[src/qsu_pkg.sv]
`default_nettype none
package qsu_pkg;

  typedef enum logic [2:0] {
    K_DATA   = 3'd0,
    K_BADHEX = 3'd1,
    K_BADCP  = 3'd2,
    K_CLOSED = 3'd3,
    K_UNTERM = 3'd4,
    K_NOTSTR = 3'd5
  } kind_t;

  typedef enum logic [2:0] {
    PH_IDLE    = 3'd0,
    PH_Q1      = 3'd1,
    PH_Q2      = 3'd2,
    PH_MLSTART = 3'd3,
    PH_SL      = 3'd4,
    PH_ML      = 3'd5
  } phase_t;

  localparam int unsigned MAX_RES = 4;

  typedef struct packed {
    kind_t      kind;
    logic [7:0] data;
    logic       taken;
  } entry_t;

  // all results of one input word; cnt is 0 to MAX_RES (0 when the word yields none)
  typedef struct packed {
    logic [2:0]                cnt;
    entry_t [MAX_RES-1:0]      ent;
  } bundle_t;

  localparam logic [7:0] CH_QUOTE = 8'h22;
  localparam logic [7:0] CH_BSL   = 8'h5C;
  localparam logic [7:0] CH_LF    = 8'h0A;
  localparam logic [7:0] CH_CR    = 8'h0D;
  localparam logic [7:0] CH_TAB   = 8'h09;
  localparam logic [7:0] CH_SPACE = 8'h20;
  localparam logic [7:0] CH_BS    = 8'h08;
  localparam logic [7:0] CH_FF    = 8'h0C;
  localparam logic [7:0] CH_N     = 8'h6E;
  localparam logic [7:0] CH_T     = 8'h74;
  localparam logic [7:0] CH_R     = 8'h72;
  localparam logic [7:0] CH_B     = 8'h62;
  localparam logic [7:0] CH_F     = 8'h66;
  localparam logic [7:0] CH_LU    = 8'h75;
  localparam logic [7:0] CH_UU    = 8'h55;

  localparam logic [31:0] CP_SURR_LO = 32'h0000_D800;
  localparam logic [31:0] CP_SURR_HI = 32'h0000_DFFF;
  localparam logic [31:0] CP_MAX     = 32'h0010_FFFF;
  localparam logic [31:0] CP_LIM1    = 32'h0000_0080;
  localparam logic [31:0] CP_LIM2    = 32'h0000_0800;
  localparam logic [31:0] CP_LIM3    = 32'h0001_0000;
  localparam logic [7:0]  UTF_LEAD2  = 8'hC0;
  localparam logic [7:0]  UTF_LEAD3  = 8'hE0;
  localparam logic [7:0]  UTF_LEAD4  = 8'hF0;
  localparam logic [7:0]  UTF_CONT   = 8'h80;

  // {valid, nibble}
  function automatic logic [4:0] hex_val(input logic [7:0] b);
    logic [4:0] r;
    r = 5'd0;
    if (b >= 8'h30 && b <= 8'h39)      r = {1'b1, 4'(b - 8'h30)};
    else if (b >= 8'h61 && b <= 8'h66) r = {1'b1, 4'(b - 8'h57)};
    else if (b >= 8'h41 && b <= 8'h46) r = {1'b1, 4'(b - 8'h37)};
    return r;
  endfunction

endpackage
`default_nettype wire

[src/qsu_front.sv]
`default_nettype none
module qsu_front import qsu_pkg::*; (
  input  wire logic       clk,
  input  wire logic       rst_n,
  input  wire logic       acc,
  input  wire logic       in_action,
  input  wire logic [7:0] in_byte,
  output bundle_t         bnd,
  output logic            bnd_push
);

  phase_t      ph_r, ph_nxt;
  logic        esc_r, esc_nxt;
  logic [31:0] acc_r, acc_nxt;
  logic [3:0]  hcnt_r, hcnt_nxt;
  logic [3:0]  need_r, need_nxt;
  logic [1:0]  held_r, held_nxt;
  logic        skip_r, skip_nxt;
  logic        clr;

  logic        is_quote;
  logic        ml;
  logic [4:0]  hv;
  logic [31:0] cp;
  logic [3:0]  cnt_inc;
  logic        body;
  logic [2:0]  n;

  function automatic entry_t mk(input kind_t k, input logic [7:0] d, input logic t);
    entry_t e;
    e.kind  = k;
    e.data  = d;
    e.taken = t;
    return e;
  endfunction

  assign is_quote = (in_byte == CH_QUOTE);
  assign ml       = (ph_r == PH_ML) || (ph_r == PH_MLSTART);
  assign hv       = hex_val(in_byte);
  assign cp       = {acc_r[27:0], hv[3:0]};
  assign cnt_inc  = hcnt_r + 4'd1;

  // datapath step and result words
  always_comb begin
    esc_nxt  = esc_r;
    acc_nxt  = acc_r;
    hcnt_nxt = hcnt_r;
    need_nxt = need_r;
    held_nxt = held_r;
    skip_nxt = skip_r;
    clr      = 1'b0;
    body     = 1'b0;
    n        = 3'd0;
    bnd      = '0;

    if (in_action) begin
      clr = 1'b1;
      unique case (ph_r)
        PH_Q1: begin
          bnd.ent[n[1:0]] = mk(K_UNTERM, 8'h00, 1'b0); n = n + 3'd1;
        end
        PH_Q2: begin
          bnd.ent[n[1:0]] = mk(K_CLOSED, 8'h00, 1'b0); n = n + 3'd1;
        end
        PH_MLSTART, PH_SL, PH_ML: begin
          if (need_r != 4'd0) begin
            bnd.ent[n[1:0]] = mk(K_BADHEX, 8'h00, 1'b0); n = n + 3'd1;
          end
          bnd.ent[n[1:0]] = mk(K_UNTERM, 8'h00, 1'b0); n = n + 3'd1;
        end
        default: begin
          bnd.ent[n[1:0]] = mk(K_NOTSTR, 8'h00, 1'b0); n = n + 3'd1;
        end
      endcase
    end else begin
      unique case (ph_r)
        PH_Q1:      body = !is_quote;
        PH_Q2: begin
          if (!is_quote) begin
            clr = 1'b1;
            bnd.ent[n[1:0]] = mk(K_CLOSED, 8'h00, 1'b0); n = n + 3'd1;
          end
        end
        PH_MLSTART: body = (in_byte != CH_LF);
        PH_SL, PH_ML: begin
          if (need_r == 4'd0) begin
            body = 1'b1;
          end else if (hv[4]) begin
            acc_nxt  = cp;
            hcnt_nxt = cnt_inc;
            if (cnt_inc >= need_r) begin
              acc_nxt  = '0;
              hcnt_nxt = '0;
              need_nxt = '0;
              if ((cp >= CP_SURR_LO && cp <= CP_SURR_HI) || cp > CP_MAX) begin
                bnd.ent[n[1:0]] = mk(K_BADCP, 8'h00, 1'b0); n = n + 3'd1;
              end else if (cp < CP_LIM1) begin
                bnd.ent[n[1:0]] = mk(K_DATA, cp[7:0], 1'b0); n = n + 3'd1;
              end else if (cp < CP_LIM2) begin
                bnd.ent[n[1:0]] = mk(K_DATA, UTF_LEAD2 | {3'b0, cp[10:6]}, 1'b0);
                n = n + 3'd1;
                bnd.ent[n[1:0]] = mk(K_DATA, UTF_CONT | {2'b0, cp[5:0]}, 1'b0);
                n = n + 3'd1;
              end else if (cp < CP_LIM3) begin
                bnd.ent[n[1:0]] = mk(K_DATA, UTF_LEAD3 | {4'b0, cp[15:12]}, 1'b0);
                n = n + 3'd1;
                bnd.ent[n[1:0]] = mk(K_DATA, UTF_CONT | {2'b0, cp[11:6]}, 1'b0);
                n = n + 3'd1;
                bnd.ent[n[1:0]] = mk(K_DATA, UTF_CONT | {2'b0, cp[5:0]}, 1'b0);
                n = n + 3'd1;
              end else begin
                bnd.ent[n[1:0]] = mk(K_DATA, UTF_LEAD4 | {5'b0, cp[20:18]}, 1'b0);
                n = n + 3'd1;
                bnd.ent[n[1:0]] = mk(K_DATA, UTF_CONT | {2'b0, cp[17:12]}, 1'b0);
                n = n + 3'd1;
                bnd.ent[n[1:0]] = mk(K_DATA, UTF_CONT | {2'b0, cp[11:6]}, 1'b0);
                n = n + 3'd1;
                bnd.ent[n[1:0]] = mk(K_DATA, UTF_CONT | {2'b0, cp[5:0]}, 1'b0);
                n = n + 3'd1;
              end
            end
          end else begin
            // short hex escape: flag it, then treat the byte normally
            bnd.ent[n[1:0]] = mk(K_BADHEX, 8'h00, 1'b0); n = n + 3'd1;
            need_nxt = '0;
            hcnt_nxt = '0;
            acc_nxt  = '0;
            body     = 1'b1;
          end
        end
        default: begin
          clr = 1'b1;
          if (!is_quote) begin
            bnd.ent[n[1:0]] = mk(K_NOTSTR, 8'h00, 1'b0); n = n + 3'd1;
          end
        end
      endcase

      if (body) begin
        if (esc_r) begin
          esc_nxt = 1'b0;
          unique case (in_byte)
            CH_N: begin bnd.ent[n[1:0]] = mk(K_DATA, CH_LF, 1'b0); n = n + 3'd1; end
            CH_T: begin bnd.ent[n[1:0]] = mk(K_DATA, CH_TAB, 1'b0); n = n + 3'd1; end
            CH_R: begin bnd.ent[n[1:0]] = mk(K_DATA, CH_CR, 1'b0); n = n + 3'd1; end
            CH_B: begin bnd.ent[n[1:0]] = mk(K_DATA, CH_BS, 1'b0); n = n + 3'd1; end
            CH_F: begin bnd.ent[n[1:0]] = mk(K_DATA, CH_FF, 1'b0); n = n + 3'd1; end
            CH_LU, CH_UU: begin
              need_nxt = (in_byte == CH_LU) ? 4'd4 : 4'd8;
              hcnt_nxt = '0;
              acc_nxt  = '0;
            end
            CH_LF, CH_CR: begin
              if (ml) begin
                skip_nxt = 1'b1;
              end else begin
                clr = 1'b1;
                bnd.ent[n[1:0]] = mk(K_UNTERM, 8'h00, 1'b0); n = n + 3'd1;
              end
            end
            default: begin
              bnd.ent[n[1:0]] = mk(K_DATA, in_byte, 1'b0); n = n + 3'd1;
            end
          endcase
        end else if (ml) begin
          if (skip_r && (in_byte == CH_SPACE || in_byte == CH_TAB ||
                         in_byte == CH_LF || in_byte == CH_CR)) begin
            skip_nxt = 1'b1;
          end else begin
            skip_nxt = 1'b0;
            if (is_quote) begin
              if (held_r >= 2'd2) begin
                clr = 1'b1;
                bnd.ent[n[1:0]] = mk(K_CLOSED, 8'h00, 1'b1); n = n + 3'd1;
              end else begin
                held_nxt = held_r + 2'd1;
              end
            end else begin
              // flush quotes that did not make a closing triple
              if (held_r != 2'd0) begin
                bnd.ent[n[1:0]] = mk(K_DATA, CH_QUOTE, 1'b0); n = n + 3'd1;
              end
              if (held_r >= 2'd2) begin
                bnd.ent[n[1:0]] = mk(K_DATA, CH_QUOTE, 1'b0); n = n + 3'd1;
              end
              held_nxt = '0;
              if (in_byte == CH_BSL) begin
                esc_nxt = 1'b1;
              end else begin
                bnd.ent[n[1:0]] = mk(K_DATA, in_byte, 1'b0); n = n + 3'd1;
              end
            end
          end
        end else begin
          priority if (is_quote) begin
            clr = 1'b1;
            bnd.ent[n[1:0]] = mk(K_CLOSED, 8'h00, 1'b1); n = n + 3'd1;
          end else if (in_byte == CH_LF || in_byte == CH_CR) begin
            clr = 1'b1;
            bnd.ent[n[1:0]] = mk(K_UNTERM, 8'h00, 1'b0); n = n + 3'd1;
          end else if (in_byte == CH_BSL) begin
            esc_nxt = 1'b1;
          end else begin
            bnd.ent[n[1:0]] = mk(K_DATA, in_byte, 1'b0); n = n + 3'd1;
          end
        end
      end
    end

    if (clr) begin
      esc_nxt  = 1'b0;
      acc_nxt  = '0;
      hcnt_nxt = '0;
      need_nxt = '0;
      held_nxt = '0;
      skip_nxt = 1'b0;
    end

    bnd.cnt  = n;
    bnd_push = acc && (n != 3'd0);
  end

  // phase next state
  always_comb begin
    ph_nxt = ph_r;
    if (in_action) begin
      ph_nxt = PH_IDLE;
    end else begin
      unique case (ph_r)
        PH_Q1:        ph_nxt = is_quote ? PH_Q2 : (clr ? PH_IDLE : PH_SL);
        PH_Q2:        ph_nxt = is_quote ? PH_MLSTART : PH_IDLE;
        PH_MLSTART:   ph_nxt = clr ? PH_IDLE : PH_ML;
        PH_SL, PH_ML: ph_nxt = clr ? PH_IDLE : ph_r;
        default:      ph_nxt = is_quote ? PH_Q1 : PH_IDLE;
      endcase
    end
  end

  always_ff @(posedge clk) begin
    if (!rst_n) begin
      ph_r   <= PH_IDLE;
      esc_r  <= 1'b0;
      acc_r  <= '0;
      hcnt_r <= '0;
      need_r <= '0;
      held_r <= '0;
      skip_r <= 1'b0;
    end else if (acc) begin
      ph_r   <= ph_nxt;
      esc_r  <= esc_nxt;
      acc_r  <= acc_nxt;
      hcnt_r <= hcnt_nxt;
      need_r <= need_nxt;
      held_r <= held_nxt;
      skip_r <= skip_nxt;
    end
  end

endmodule
`default_nettype wire

[src/qsu_fifo.sv]
`default_nettype none
module qsu_fifo import qsu_pkg::*; #(
  parameter int unsigned DEPTH = 2
) (
  input  wire logic    clk,
  input  wire logic    rst_n,
  input  wire logic    push,
  input  wire bundle_t wdata,
  input  wire logic    pop,
  output bundle_t      rdata,
  output logic         full,
  output logic         empty
);

  localparam int unsigned PW = (DEPTH > 1) ? $clog2(DEPTH) : 1;
  localparam int unsigned CW = $clog2(DEPTH + 1);
  localparam logic [PW-1:0] LAST_PTR = PW'(DEPTH - 1);
  localparam logic [CW-1:0] FULL_CNT = CW'(DEPTH);

  bundle_t [DEPTH-1:0] mem_r;
  logic [PW-1:0] wp_r, rp_r;
  logic [CW-1:0] cnt_r, cnt_nxt;

  assign full  = (cnt_r == FULL_CNT);
  assign empty = (cnt_r == '0);
  assign rdata = mem_r[rp_r];

  always_comb begin
    cnt_nxt = cnt_r;
    if (push && !pop)      cnt_nxt = cnt_r + CW'(1);
    else if (pop && !push) cnt_nxt = cnt_r - CW'(1);
  end

  always_ff @(posedge clk) begin
    if (push) mem_r[wp_r] <= wdata;
  end

  always_ff @(posedge clk) begin
    if (!rst_n) begin
      wp_r  <= '0;
      rp_r  <= '0;
      cnt_r <= '0;
    end else begin
      if (push) wp_r <= (wp_r == LAST_PTR) ? '0 : wp_r + PW'(1);
      if (pop)  rp_r <= (rp_r == LAST_PTR) ? '0 : rp_r + PW'(1);
      cnt_r <= cnt_nxt;
    end
  end

endmodule
`default_nettype wire

[src/qsu_back.sv]
`default_nettype none
module qsu_back import qsu_pkg::*; (
  input  wire logic       clk,
  input  wire logic       rst_n,
  input  wire bundle_t    head,
  input  wire logic       head_valid,
  output logic            head_pop,
  output logic            out_valid,
  input  wire logic       out_ready,
  output logic [2:0]      out_kind,
  output logic [7:0]      out_byte,
  output logic            out_input_taken,
  output logic            out_last
);

  logic [1:0] idx_r, idx_nxt;
  entry_t     cur;
  logic       fire;

  assign cur             = head.ent[idx_r];
  assign out_valid       = head_valid;
  assign out_kind        = cur.kind;
  assign out_byte        = cur.data;
  assign out_input_taken = cur.taken;
  assign out_last        = ({1'b0, idx_r} == (head.cnt - 3'd1));
  assign fire            = out_valid && out_ready;
  assign head_pop        = fire && out_last;

  always_comb begin
    idx_nxt = idx_r;
    if (fire) idx_nxt = out_last ? 2'd0 : idx_r + 2'd1;
  end

  always_ff @(posedge clk) begin
    if (!rst_n) idx_r <= 2'd0;
    else        idx_r <= idx_nxt;
  end

endmodule
`default_nettype wire

[src/quoted_string_unescape.sv]
// Output: each input word's results are registered in the bundle queue and offered on out_*.
// Throughput: one input word per cycle while in_ready is high; the result side delivers one
//   word per cycle while out_ready is high, so a word with n results (up to four, e.g. a 4-byte
//   UTF-8 sequence) holds the back end; FIFO_DEPTH bundles absorb it before in_ready drops.
// Reset: synchronous, active low; the decoder returns to idle and the queue empties.
`default_nettype none
module quoted_string_unescape import qsu_pkg::*; #(
  parameter int unsigned FIFO_DEPTH = 2
) (
  input  wire logic       clk,
  input  wire logic       rst_n,
  input  wire logic       in_valid,
  output logic            in_ready,
  input  wire logic       in_action,
  input  wire logic [7:0] in_byte,
  output logic            out_valid,
  input  wire logic       out_ready,
  output logic [2:0]      out_kind,
  output logic [7:0]      out_byte,
  output logic            out_input_taken,
  output logic            out_last
);

  bundle_t wr_bnd, head;
  logic    push, pop, full, empty;
  logic    in_acc;

  // ready depends only on queue occupancy, never on out_ready
  assign in_ready = !full;
  assign in_acc   = in_valid && in_ready;

  // front end: decoder state machine, packs a word's results into one bundle
  qsu_front u_front (
    .clk       (clk),
    .rst_n     (rst_n),
    .acc       (in_acc),
    .in_action (in_action),
    .in_byte   (in_byte),
    .bnd       (wr_bnd),
    .bnd_push  (push)
  );

  // bundles with no results (absorbed bytes) are never queued
  qsu_fifo #(.DEPTH(FIFO_DEPTH)) u_fifo (
    .clk   (clk),
    .rst_n (rst_n),
    .push  (push),
    .wdata (wr_bnd),
    .pop   (pop),
    .rdata (head),
    .full  (full),
    .empty (empty)
  );

  // back end: serialises each bundle, one result word per handshake
  qsu_back u_back (
    .clk             (clk),
    .rst_n           (rst_n),
    .head            (head),
    .head_valid      (!empty),
    .head_pop        (pop),
    .out_valid       (out_valid),
    .out_ready       (out_ready),
    .out_kind        (out_kind),
    .out_byte        (out_byte),
    .out_input_taken (out_input_taken),
    .out_last        (out_last)
  );

endmodule
`default_nettype wire

[config.mk]
export PLATFORM = sky130hd
export DESIGN_NAME = quoted_string_unescape
export DESIGN_NICKNAME = d
export VERILOG_FILES = /design/src/qsu_pkg.sv /design/src/qsu_front.sv /design/src/qsu_fifo.sv /design/src/qsu_back.sv /design/src/quoted_string_unescape.sv
export SDC_FILE = /design/constraint.sdc
export NUM_CORES = 1
export LEC_CHECK = 0
export BUFFER_PORTS_ARGS = -buffer_cell sky130_fd_sc_hd__buf_2
export CAP_MARGIN = 20
export CORE_MARGIN = 8
export CORE_UTILIZATION = 30
export DETAILED_ROUTE_END_ITERATION = 6
export PLACE_DENSITY_LB_ADDON = 0.1
export SYNTH_ARGS = -nofsm -noshare
export SYNTH_HDL_FRONTEND = slang
export SYNTH_SLANG_ARGS = --single-unit
[constraint.sdc]
create_clock -name clk -period 21.3 [get_ports clk]
set_clock_uncertainty 0.1 [all_clocks]
set_input_delay 1.065 -clock clk [delete_from_list [all_inputs] [get_ports clk]]
set_output_delay 1.065 -clock clk [all_outputs]
set_load 0.005 [all_outputs]
Yosys cells after proc, flatten, opt, wreduce, memory -nomap -nowiden

Index checks and enable logic that the tools add are counted.

$lt $le $gt $ge: 26
Mux-type cells: 203
Equality and inequality tests: 27
Bitwise operators: 30
Reductions and logical operators: 46
Add/sub/neg operators: 15

Operators by type and width:

| cell                                           | number |
|---|---|
| 2-to-1 mux 48 bit                              | 28 |
| 2-to-1 mux 36 bit                              | 14 |
| one-hot mux 48 bit (7 select lines)            | 1 |
| 2-to-1 mux 32 bit                              | 9 |
| AND 40 bit                                     | 5 |
| NOT 40 bit                                     | 5 |
| 2-to-1 mux 51 bit                              | 3 |
| 2-to-1 mux 12 bit                              | 12 |
| NOT 44 bit                                     | 3 |
| 2-to-1 mux 3 bit                               | 42 |
| bitwise mux 102 bit                            | 1 |
| bitwise mux 48 bit                             | 2 |
| demux 12 bit (select 2 bit)                    | 4 |
| AND 44 bit                                     | 2 |
| 2-to-1 mux 4 bit                               | 19 |
| AND 36 bit                                     | 2 |
| NOT 36 bit                                     | 2 |
| one-hot mux 12 bit (3 select lines)            | 2 |
| == test 8 x 7 -> 1 bit (second input constant) | 8 |
| demux 51 bit (select 1 bit)                    | 1 |
| 2-to-1 mux 24 bit                              | 2 |
| AND 11 x 44 -> 44 bit                          | 1 |
| OR 8 bit                                       | 5 |
| 2-to-1 mux 1 bit                               | 38 |
| 65 further kinds                               | 136 |

Word-level logic and storage cells: 384
Bits of input ports: 13
Output and inout port bits: 15
Register bits: 155

Depth between registers and ports, before layout

Gate-level depths: netlist of run 1.

Depth in word-level cells: 48
Mapped depth: 27
Gate-level depth less buffers: 27

By module

Synthesis of run 1 repeated with hierarchy kept, for this count alone.

Cell total of the unflattened synthesis: 1024
Area, all modules: 10062.2 um^2

Modules (own cells, without submodules):

| module                 | cells an instance | area each (um^2) | seq. area each (um^2) | times used |
|---|---|---|---|---|
| qsu_front              | 805               | 5670.4           | 860.8                 | 1 |
| qsu_fifo               | 179               | 3872.5           | 3143.0                | 1 |
| qsu_back               | 37                | 505.5            | 40.0                  | 1 |
| quoted_string_unescape | 3                 | 13.8             | 0.0                   | 1 |

Least setup slack after synthesis of run 1

No wires, ideal clock.

Kind: in2reg
Start: input port in_byte[1]
End: register u_fifo.mem_r[0] (netlist bit), enable pin
Path slack: 13.382 ns
Required time: 20.747 ns
Arrival time: 7.365 ns
Cell stages on the path: 24
Library setup time: 0.453 ns
Path buffers: 1
Cell sequence: clkbuf_1 -> inv_1 -> ha_1 -> o21bai_4 -> a2111o_1 -> o211ai_1 -> nand4_1 -> or3_1 -> inv_1 -> ha_1 -> nand2_1 -> nand2_1 -> ha_1 -> o21ai_0 -> nand2_1 -> ha_1 -> o21ai_1 -> xnor2_1 -> a21oi_1 -> o2111ai_1 -> and4_1 -> o21ai_0 -> o21ai_2 -> nor2b_1

RTL lines:

| element                        | line                         | RTL |
|---|---|---|
| start: declaration             | quoted_string_unescape.sv:15 | `input wire logic [7:0] in_byte,` |
| end signal: indexed assignment | qsu_fifo.sv:35               | `if (push) mem_r[wp_r] <= wdata;` |
| end: declaration               | qsu_fifo.sv:20               | `bundle_t [DEPTH-1:0] mem_r;` |

==> flow_results.org, run 1 <==
** Place
- Gp weighted congestion :: 0.964
- Once placement completed, the tool counted placed cells totaling 1382.
- Input and output buffers added on the ports amount to 27.
- After legalization and detailed placement, the total HPWL measured 25.5 mm.

** Power
- Of the total power, combinational logic draws 0.184.
- In this run the static leakage power is ~3.6 nW.
- The worst-case IR drop observed on VDD is 46.0 uV.
- Net switching power :: 0.000226 W
- Fraction of power spent switching nets :: 0.296
- Of the total power, the clock network draws 0.380.
- Pint :: between 0.0005 and 0.0006 W
- Power share of the sequential group :: 0.437
- Power density normalized to cell area :: 73.6 nW/um^2
- Power after layout :: 0.000762 W

** Floorplanning
- The initial utilization of the core area, before any placement, comes to 0.303.
- In this run the core area contains 64 standard-cell rows.
- Die width :: between 150 and 200 um
- During I/O placement, the number of pins put on the boundary was 28.
- After floorplanning, the core was sized to cover between 30000 and 40000 um^2.
- The die covers around 37000 um^2.
- Die Ht :: 192 um

** Synth
- Proportion of synthesized flip-flops having asynchronous set or reset :: 0
- The share of synthesized area in the top cell type comes to 0.292.
- After synthesis, the cell types taking the most area are edfxtp_1 29%, dfxtp_1 11%, a21oi_1 4.8%.
- Number of synthesized flops with an enable pin :: 90
- The most used flip-flop cell after synthesis is edfxtp_1.
- Cell taking the most area after synthesis :: edfxtp_1
- Post-Syn Area per Cell :: 9.24 um^2
- Of the synthesized area, sequential elements account for 0.398.
- Most instantiated library cell after synthesis :: nand2_1
- In the synthesized netlist, the number of instances is 1002.
- Yosys warning total :: 0
- By count the netlist is led by 102 x nand2_1, 90 x edfxtp_1, 88 x a21oi_1.
- Counting flops and latches in the post-synthesis netlist gives 139.
- Mapped Area :: 9260 um^2
- Synth cell types :: 82

** Timing
- RSZ-0062 raised after global routing :: false
- Final Max Slew Viols :: 0
- Hold WS :: 0.381 ns
- Final worst path period need :: roughly 7.4 ns
- The number of hold violations in the final report came to 0.
- Peak Freq :: 0.136 GHz
- Total negative slack for setup checks :: 0 ns
- For the pin with the worst max-slew slack, the measured transition is 1.25 ns.
- Fraction of the cycle the final worst path needs :: 0.346
- Total of endpoints with negative setup slack in the final report :: 0
- The worst pin sits at a relative slew slack of 0.156.

** Worst hold path
- Path category of the worst min-delay check :: register to register

** Setup path
- On the worst path, the slowest cell contributes a delay of around 0.52 ns.
- Arrival time at the worst endpoint :: 7.32 ns
- Critical Path Sink Type :: register
- Data on the critical path is required at its endpoint by 21.25 ns.
- Family with the most delay on the worst path :: compound AO/OA/AOI/OAI gates
- The worst setup path is launched from a primary input.
- Most common cell on crit path :: ha_1
- Count of buffering cells on the critical path with inverters included :: 5
- Type of the worst setup path :: primary input to register
- CP max stage cell :: a2111o_1
- In this run the worst path has a maximum fanout of between 40 and 50.

** CTS
- Worst-Skew Late Latency :: about 0.44 ns
- H-Tree Level Count :: 4
- Post-CTS Resized :: 0
- Clock-pin slew was measured on the worst setup and hold paths at 0.06 ns.
- TritonCTS built the clock tree.
- Setup bufs post-CTS :: 0
- Max Root-Sink Buffers :: 2
- Clock sinks :: 139
- Number of hold-repair buffers added at the cts stage :: 0
- Buffers inserted during clock tree synthesis total 17.
- Clock root buffer :: clkbuf_16

** Global route
- GRT Residual Overflow :: 0
- Largest net degree at the start of global routing :: 46
- Wire length of the first global-routing pass :: 53.6 mm
- The via count of the first global-routing pass was between 8000 and 9000.
- GRT Resource Usage Total :: 0.192
- The number of antenna violations at the first check in global routing was 0.

** Detailed routing
- Via density per instance :: slightly below 6
- The first detailed-routing pass took 6 iterations.
- # DRC :: 0
- The detailed router placed 8404 vias in this run.
- Count of nets left with antenna violations after detail routing :: 0
- The detailed router finished its first iteration with 842 violations.
- Final routed wirelength across all metal layers :: 35.0 mm
- After detailed routing, the average wire length per cell comes to 24.7 um.

** Finish
- Antenna Diode Count :: 0
- Final Net Count :: roughly 1000
- Compared with the post-synthesis result, the final layout area differs by 11.9%.
- Once layout is complete, the utilization of the core stands at 0.340.
- Of the cells placed in the final design, the portion with a size suffix greater than 1 is 0.139.
- For this run, the number of standard cells in the final layout without fillers is about 1400.

** Outcome
- Run status :: complete, no violations

** Flow run
- The tool flagged a number of max-cap violations equal to 0.
[logic make-up (layout without fill, tap and decap cells)]
kind of cell / count (synthesis) / in the layout / synth area share
compound gates: 345 / 345 / 0.254
xor+xnor: 18 / 18 / 0.0170
fa+ha+maj: 24 / 24 / 0.0324
buf+inv: 90 / 103 / 0.0384
flops: 139 / 139 / 0.398
mux: 40 / 40 / 0.0706
other cells: 1 / 4 / 0.000405
simple gates: 345 / 345 / 0.189
[final cells by class]
| class | instances | area (um^2) |
|---|---|---|
| clock buffers | 17 | 425 |
| well taps | 396 | 495 |
| flip-flops and latches | 139 | 3680 |
| fillers | 3197 | 20200 |
| repair buffers | 48 | 293 |
| inverters | 23 | 86.3 |
| multi-input cells | 776 | 5250 |
| clock inverters | 15 | 129 |
[state kept, by name, summed over array words and instances (netlist names)]
name            cells
u_back.idx_r        2
u_fifo.wp_r         1
u_front.hcnt_r      4
u_front.acc_r      28
u_front.skip_r      1
u_fifo.cnt_r        2
u_front.ph_r        3
u_front.esc_r       1
u_fifo.mem_r       90
u_front.need_r      4
u_fifo.rp_r         1
u_front.held_r      2
[layout by cell type, fill, tap and decap left out, types with 5 or more instances in the layout]
master / instances
a22oi_1: 7
buf_2: 27
nand2_1: 102
a21boi_0: 6
edfxtp_1: 90
buf_4: 21
or3_1: 6
a211oi_1: 19
mux4_2: 19
o211ai_1: 9
o2111ai_1: 7
o21ai_0: 73
nor3_1: 25
nor2b_1: 16
dfxtp_1: 48
mux2_2: 12
nor2_1: 69
xnor2_1: 14
a31oi_1: 12
clkbuf_16: 17
or4_1: 7
o31ai_1: 8
inv_1: 23
a22o_1: 32
or2_2: 5
and3_1: 11
nand4_1: 6
nand2b_1: 15
o22ai_1: 5
a21oi_1: 88
a21o_1: 8
and2_1: 13
mux2i_1: 9
o21a_1: 12
nand3_1: 27
ha_1: 24
inv_6: 6
nor4_1: 15
[power by group through the flow]
stage               logic (W)  registers (W)  clock network, W
floorplan           0.0000996       0.000334                 0
global placement     0.000145       0.000340                 0
detailed placement   0.000144       0.000340                 0
CTS                  0.000145       0.000334          0.000299
global route         0.000155       0.000336          0.000308
finish               0.000140       0.000333          0.000289
[worst register-to-register path: cells and delay by family (launching register included)]
kind / cells / cell delay [ns]
compound gates: 8 / 2.40
xor+xnor: 2 / 0.35
fa+ha+maj: 5 / 1.34
buf+inv: 2 / 0.70
flops: 1 / 0.35
simple gates: 7 / 1.17
[metal layers]
metal / up-vias / global-route usage / share of wire
met1: 4099 / 0.261 / 0.46
met3: 88 / 0.0412 / 0.068
li1: 3853 / - / -
met4: 0 / 0.0743 / 0.037
met5: - / 0 / 0
met2: 364 / 0.293 / 0.44
[path summary, 6_finish.rpt]
path | start | endpoint | slack (ns) | cells after the start
max | in_byte[0] | u_fifo.mem_r[14]$_DFFE_PP_ | 13.93 | 26
min reg2reg | u_front.acc_r[26]$_SDFFE_PN0P_ | u_front.acc_r[26]$_SDFFE_PN0P_ | 0.38 | 1
max reg2reg | u_front.hcnt_r[0]$_SDFFE_PN0P_ | u_fifo.mem_r[14]$_DFFE_PP_ | 14.44 | 24
min | u_front.acc_r[26]$_SDFFE_PN0P_ | u_front.acc_r[26]$_SDFFE_PN0P_ | 0.38 | 1
[per-stage QoR]
step                instance area (um^2)  worst slack (ns)
finish                             10400             13.93
global route                       10400             13.40
CTS                                10400             14.02
detailed placement                  9800             13.58
global placement                    9800             13.76
floorplan                           9270             13.38
Note: power is estimated with default switching activity, not from simulation.
==> inputs of run 2 (changes only) <==
==> constraint.sdc (replaced) <==
create_clock -name clk -period 6.9 [get_ports clk]
set_clock_uncertainty 0.1 [all_clocks]
set_input_delay 0.345 -clock clk [delete_from_list [all_inputs] [get_ports clk]]
set_output_delay 0.345 -clock clk [all_outputs]
set_load 0.005 [all_outputs]
==> flow_results.org, run 2 (same netlist as run 1, synthesis figures left out) <==
** CTS
- Clock-pin slew was measured on the worst setup and hold paths at 0.07 ns.
- For this design, the CTS-stage hold fixing added 0 buffers.
- Max Root-Sink Buffers :: 2
- Clock tree synthesis selected as its root buffer the cell clkbuf_16.
- The clock tree synthesis step divided the H-tree into 4 levels.
- Clock sinks :: 139
- Cts bufs inserted :: 17
- Post-CTS Resized :: 0
- Worst-Skew Late Latency :: 0.44 ns
- Setup bufs post-CTS :: 0
- TritonCTS clock tree :: yes

** Timing
- Headroom to the max-slew limit came out at 0.324.
- Total negative slack for setup checks :: 0 ns
- Final Max Slew Viols :: 0
- For this run, the top clock speed supported by timing is roughly 0.16 GHz.
- RSZ-0062 raised after global routing :: false
- Final Hold Fails :: 0
- Fraction of the cycle the final worst path needs :: 0.909
- Setup violations remaining at the end of the flow were counted as 0.
- For the pin with the worst max-slew slack, the measured transition is 1.01 ns.
- Final worst path period need :: between 6 and 7 ns

** Finish
- Leaving out fill and tap cells, the most frequent cell in the layout is nand2_1.
- Largest regs :: u_fifo.mem_r (90), u_front.acc_r (28)
- In the final layout, the share of cells above drive strength 1 is 0.150.
- Final Net Count :: 1055
- Final design area excluding fillers :: between 10000 and 15000 um^2
- The top cell types in the final layout, fill and taps aside, are 102 x nand2_1, 90 x edfxtp_1, 88 x a21oi_1.
- Compared with the post-synthesis result, the final layout area differs by 13.3%.
- Register with the most flip-flops :: u_fifo.mem_r
- The register with the most flip-flops in the layout has 90 of them.
- The number of antenna diodes in the final layout is 0.

** Setup path
- Data required time at the worst endpoint :: approximately 7 ns
- The worst setup path is launched from a register.
- For this design, the slowest cell found on the critical path is nor3_1.
- Arrival time at the worst endpoint :: around 6.5 ns
- STA classifies the critical path endpoint as a register.
- Most common cell on crit path :: ha_1
- Type of the worst setup path :: register to register
- Max Fanout on Critical Path :: 6
- For this run, the slowest stage of the critical path takes around 0.55 ns.

** Floorplanning
- Total Die Area :: 36700 um^2
- Number of standard-cell rows in the floorplan :: 64
- Die width :: 192 um
- In this run the count of I/O pins placed on the die edge is 28.
- For this configuration, the core starts out at a cell density of 0.303.
- After floorplanning, the core was sized to cover slightly above 30000 um^2.
- From bottom edge to top edge, the die measures 192 um.

** Global route
- For this run, the total global-route usage over all layers was measured as 0.194.
- The number of antenna violations at the first check in global routing came to 0.
- Global routing finished with a remaining overflow of 0.
- The first global-routing pass estimated 53.5 mm of wire.
- Vias in the first global route :: 8089
- Largest net degree at the start of global routing :: 46

** Place
- Cell area after placement :: between 9000 and 10000 um^2
- Number of port buffers :: 27
- Detailed placement HPWL :: 25.8 mm
- Gp weighted congestion :: ~0.94

** Detailed routing
- Post-detailed-route wirelength per cell :: 25.1 um
- For this run, design rule violations remaining after detail routing come to 0.
- Drt pass-1 iters :: 5
- Count of nets left with antenna violations after detail routing :: 0
- DRT iter0 DRCs :: 864
- Via density per instance :: 5.95
- Final routed wirelength across all metal layers :: 35.9 mm
- Via Count :: 8496

** Outcome
- Run status :: complete, no violations

** Worst hold path
- Path category of the worst min-delay check :: primary input to register

** Power
- Power density normalized to cell area :: 228 nW/um^2
- For this design the static power due to leakage is 3.63 nW.
- Across the VDD grid, the largest voltage drop is 132 uV.

** Flow run
- Max_cap viols :: 0
==> run 2: stage by stage <==
| stage | power, W | std cells | setup slack [ns] | utilization | hold WS [ns] |
|---|---|---|---|---|---|
| global placement | 0.00150 | 1395 | 0.603 | 0.325 | 0.365 |
| finish | 0.00239 | 1427 | 0.631 | 0.344 | 0.205 |
| floorplan | 0.00134 | 1005 | 0.521 | - | 0.350 |
| global route | 0.00251 | 1427 | 0.136 | 0.344 | 0.219 |
| CTS | 0.00244 | 1427 | 0.473 | 0.344 | 0.196 |
| detailed placement | 0.00150 | 1395 | 0.417 | 0.325 | 0.367 |
==> run 2: worst paths after layout <==
path                                   from                        endpoint  slack, ns  depth (start not counted)
max          u_front.hcnt_r[0]$_SDFFE_PN0P_    u_fifo.cnt_r[1]$_SDFFE_PN0P_       0.63                         25
max reg2reg  u_front.hcnt_r[0]$_SDFFE_PN0P_    u_fifo.cnt_r[1]$_SDFFE_PN0P_       0.63                         25
min reg2reg  u_front.acc_r[25]$_SDFFE_PN0P_  u_front.acc_r[25]$_SDFFE_PN0P_       0.39                          1
min                               out_ready    u_back.idx_r[0]$_SDFFE_PN0P_       0.21                          4
==> run 2: report_power, final <==
part           switching [W]  internal, W  total [W]  leakage [nW]
registers          0.0000270     0.000990    0.00102          1.26
logic               0.000252     0.000198   0.000451          2.09
clock network       0.000444     0.000481   0.000925         0.281
total               0.000723      0.00167    0.00239          3.63
==> run 2: area by class of cell <==
class | count | area [um^2]
timing repair buffer | 61 | 403
multi-input combinational | 776 | 5240
fill | 3201 | 20000
clock inverter | 15 | 146
sequential | 139 | 3680
clock buffer | 17 | 425
tap | 396 | 495
inverter | 23 | 86.3
==> run 2: worst max-delay path, delay by kind of cell, from the launching register on <==
kind / cells / cell delay, ns
simple gates: 6 / 1.79
compound gates: 10 / 1.73
fa+ha+maj: 5 / 1.40
flops: 1 / 0.34
xor+xnor: 2 / 0.52
buf+inv: 2 / 0.29
==> run 2: metal layers <==
| layer | GRT usage | share of wire |
|---|---|---|
| met4 | 0.0814 | 0.034 |
| met1 | 0.272 | 0.46 |
| met2 | 0.288 | 0.44 |
| met3 | 0.0354 | 0.071 |
| met5 | 0 | 0 |
==> inputs of run 3 (changes only) <==
--- a/config.mk
+++ b/config.mk
@@ -5,12 +5,14 @@
 export SDC_FILE = /design/constraint.sdc
 export NUM_CORES = 1
 export LEC_CHECK = 0
+export ABC_CLOCK_PERIOD_IN_PS = 6900
 export BUFFER_PORTS_ARGS = -buffer_cell sky130_fd_sc_hd__buf_2
 export CAP_MARGIN = 20
 export CORE_MARGIN = 8
 export CORE_UTILIZATION = 30
 export DETAILED_ROUTE_END_ITERATION = 6
 export PLACE_DENSITY_LB_ADDON = 0.1
+export RECOVER_POWER = 50
 export SYNTH_ARGS = -nofsm -noshare
 export SYNTH_HDL_FRONTEND = slang
 export SYNTH_SLANG_ARGS = --single-unit
==> flow_results.org, run 3 (same netlist as run 1, synthesis figures left out) <==
** Floorplanning
- For this configuration, the core starts out at a cell density of 0.303.
- In this run the vertical extent of the chip is ~190 um.
- Die width :: 192 um
- Number of standard-cell rows in the floorplan :: 64
- Placeable Area :: 30500 um^2
- Count of boundary I/O pins :: 28
- The die covers 36700 um^2.

** Detailed routing
- # DRC :: 1
- Via Count :: 8441
- After detailed routing, the number of vias per cell comes to 5.92.
- Post-detailed-route wirelength per cell :: 25.1 um
- The detailed router finished its first iteration with 840 violations.
- After detailed routing, the total wire length is about 36 mm.
- The detail route stage leaves a number of antenna-violating nets equal to 0.
- Drt pass-1 iters :: 7

** Finish
- Once layout is done, the placed cells without fillers occupy 10400 um^2.
- In the layout the commonest cells are 102 x nand2_1, 90 x edfxtp_1, 88 x a21oi_1.
- Fill cells :: 3211
- Area growth from synthesis to final layout :: 12.6%
- More flip-flops sit in one register than any other, and that register is u_fifo.mem_r.
- In the final layout, the registers with the most flip-flops are u_fifo.mem_r (90), u_front.acc_r (28).
- Final Net Count :: between 1000 and 1500
- The number of antenna diodes in the final layout is 0.
- The register with the most flip-flops in the layout has 90 of them.
- In the final layout, the share of cells above drive strength 1 is 0.128.
- Most frequent standard cell in the layout excluding fill and tap cells :: nand2_1

** CTS
- Clock root buffer :: clkbuf_16
- The number of gates resized after CTS was 0.
- Clock sinks :: 139
- Setup bufs post-CTS :: 0
- Max Root-Sink Buffers :: 2
- Clock-pin slew on the worst setup and hold paths :: approximately 0.070 ns
- Cts bufs inserted :: 17
- Buffers inserted to repair hold after CTS numbered 0.
- The H-tree was split into 4 levels.
- TritonCTS clock tree :: yes
- Worst-Skew Late Latency :: 0.44 ns

** Power
- In this run the power density over the cells is 229 nW/um^2.
- Pleak :: 3.57 nW
- After layout, the design draws a total of 0.00239 W.
- Across the VDD grid, the largest voltage drop is between 100 and 150 uV.

** Global route
- The number of antenna violations at the first check in global routing came to 0.
- In the global route stage, overall resource usage came out at 0.194.
- Wire length of the first global-routing pass :: 53.5 mm
- The via count of the first global-routing pass came to 8089.
- Entering global routing, the biggest net connects 46 pins.
- After global routing the overflow that remains totals 0.

** Timing
- Across all setup checks in the final design, the least slack found is ~0.58 ns.
- Of the available clock period, the critical path in the final layout requires 0.916.
- Final Hold Fails :: 0
- Adding up every negative setup slack in the final design gives 0 ns.
- Transition time of the tightest slew-check pin :: 2.35 ns
- Headroom to the max-slew limit came out at -0.567.
- Final worst path period need :: ~6.3 ns
- Setup violations remaining at the end of the flow were counted as 0.
- Peak Freq :: 0.158 GHz
- RSZ-0062 raised after global routing :: false
- Final Max Slew Viols :: 31

** Setup path
- Critical Path Sink Type :: register
- STA puts the critical path data arrival time at 6.41 ns.
- Family with the most delay on the worst path :: compound AO/OA/AOI/OAI gates
- In this run the worst path has a maximum fanout of 8.
- Count of buffering cells on the critical path with inverters included :: 2
- Critical path startpoint category :: register
- Critical Path Max Stage Delay :: approximately 0.60 ns
- For flop-to-flop paths, the worst setup slack is 0.58 ns.
- The critical path is of the register to register type.
- Data required time at the worst endpoint :: 6.99 ns
- On the critical path, the stage with the largest delay is an instance of a221oi_1.
- Most common cell on crit path :: ha_1
- Cells along the critical path :: ha_1 -> xor2_1 -> ha_1 -> a2111oi_2 -> nor3_1 -> a221oi_1 -> nor2_1 -> ha_1 -> nand2_1 -> nand2_1 -> ha_1 -> o21ai_0 -> nand2_1 -> ha_1 -> o21ai_0 -> clkbuf_1 -> a31oi_1 -> a2111oi_2 -> buf_4 -> a21oi_1 -> a21oi_1 -> o2111ai_1 -> a21oi_1

** Outcome
- The final reports fail on design-rule violations, max-capacitance violations, max-slew violations.
- Run status :: complete, but fails checks

** Place
- Number of port buffers :: 27
- The congestion estimate from routability-driven global placement came to 0.937.
- Cell area after placement :: 9910 um^2
- Prior to clock tree synthesis, the placed netlist has a worst setup slack of about 0.42 ns.
- The wire-length estimate of the detail-placed layout is 25.8 mm.

** Flow run
- Max_cap viols :: 1

** Worst hold path
- In this run the worst hold path is classified as primary input to register.
## run 3: changes by cell type in the layout (fill, tap and decap cells not counted), moves of 4 or more
| cell | change |
|---|---|
| buf_2 | -11 |
| and2_1 | -4 |
| buf_4 | -8 |
| and2_0 | +4 |
| clkbuf_1 | +18 |
## run 3: metal layers
metal  track usage  up-vias  wire length [um]
li1              -     3877                 -
met1         0.272     4100             16300
met2         0.288      385             15600
met3        0.0354       79              2610
met4        0.0814        0              1290
met5             0        -                 0
## run 3: power by group
| part | switching, W | leakage, nW | total [W] | internal (W) |
|---|---|---|---|---|
| Clock | 0.000445 | 0.281 | 0.000926 | 0.000481 |
| Combinational | 0.000253 | 2.03 | 0.000444 | 0.000191 |
| Sequential | 0.0000270 | 1.26 | 0.00102 | 0.000990 |
## run 3: worst min-delay path: cells and delay by family
kind	cells	cell delay (ns)
multiplexers	1	0.14
AND/OR/NAND/NOR	2	0.12
buffers and inverters	1	0.09
## run 3: layout make-up
cell class / count / area, um^2 / area share
multi-input cells: 776 / 5230 / 0.501
flip-flops and latches: 139 / 3680 / 0.353
well taps: 396 / 495 / 0.0475
clock buffers: 17 / 425 / 0.0408
repair buffers: 61 / 360 / 0.0346
clock inverters: 15 / 146 / 0.0140
inverters: 23 / 86.3 / 0.00828
## run 3: per-stage QoR
step,cells,util,hold WS [ns]
after global routing,1427,0.342,0.219
after detailed placement,1395,0.325,0.367
final,1427,0.342,0.201
after CTS,1427,0.344,0.196
after global placement,1395,0.325,0.365
after floorplan,1005,-,0.350
## run 3: final timing paths
check                                                    start                             end  cells past startpoint
worst min-delay path                                 out_ready    u_back.idx_r[0]$_SDFFE_PN0P_                      4
worst max-delay path            u_front.hcnt_r[0]$_SDFFE_PN0P_      u_fifo.mem_r[88]$_DFFE_PP_                     23
worst max register to register  u_front.hcnt_r[0]$_SDFFE_PN0P_      u_fifo.mem_r[88]$_DFFE_PP_                     23
worst min register to register  u_front.acc_r[26]$_SDFFE_PN0P_  u_front.acc_r[26]$_SDFFE_PN0P_                      1
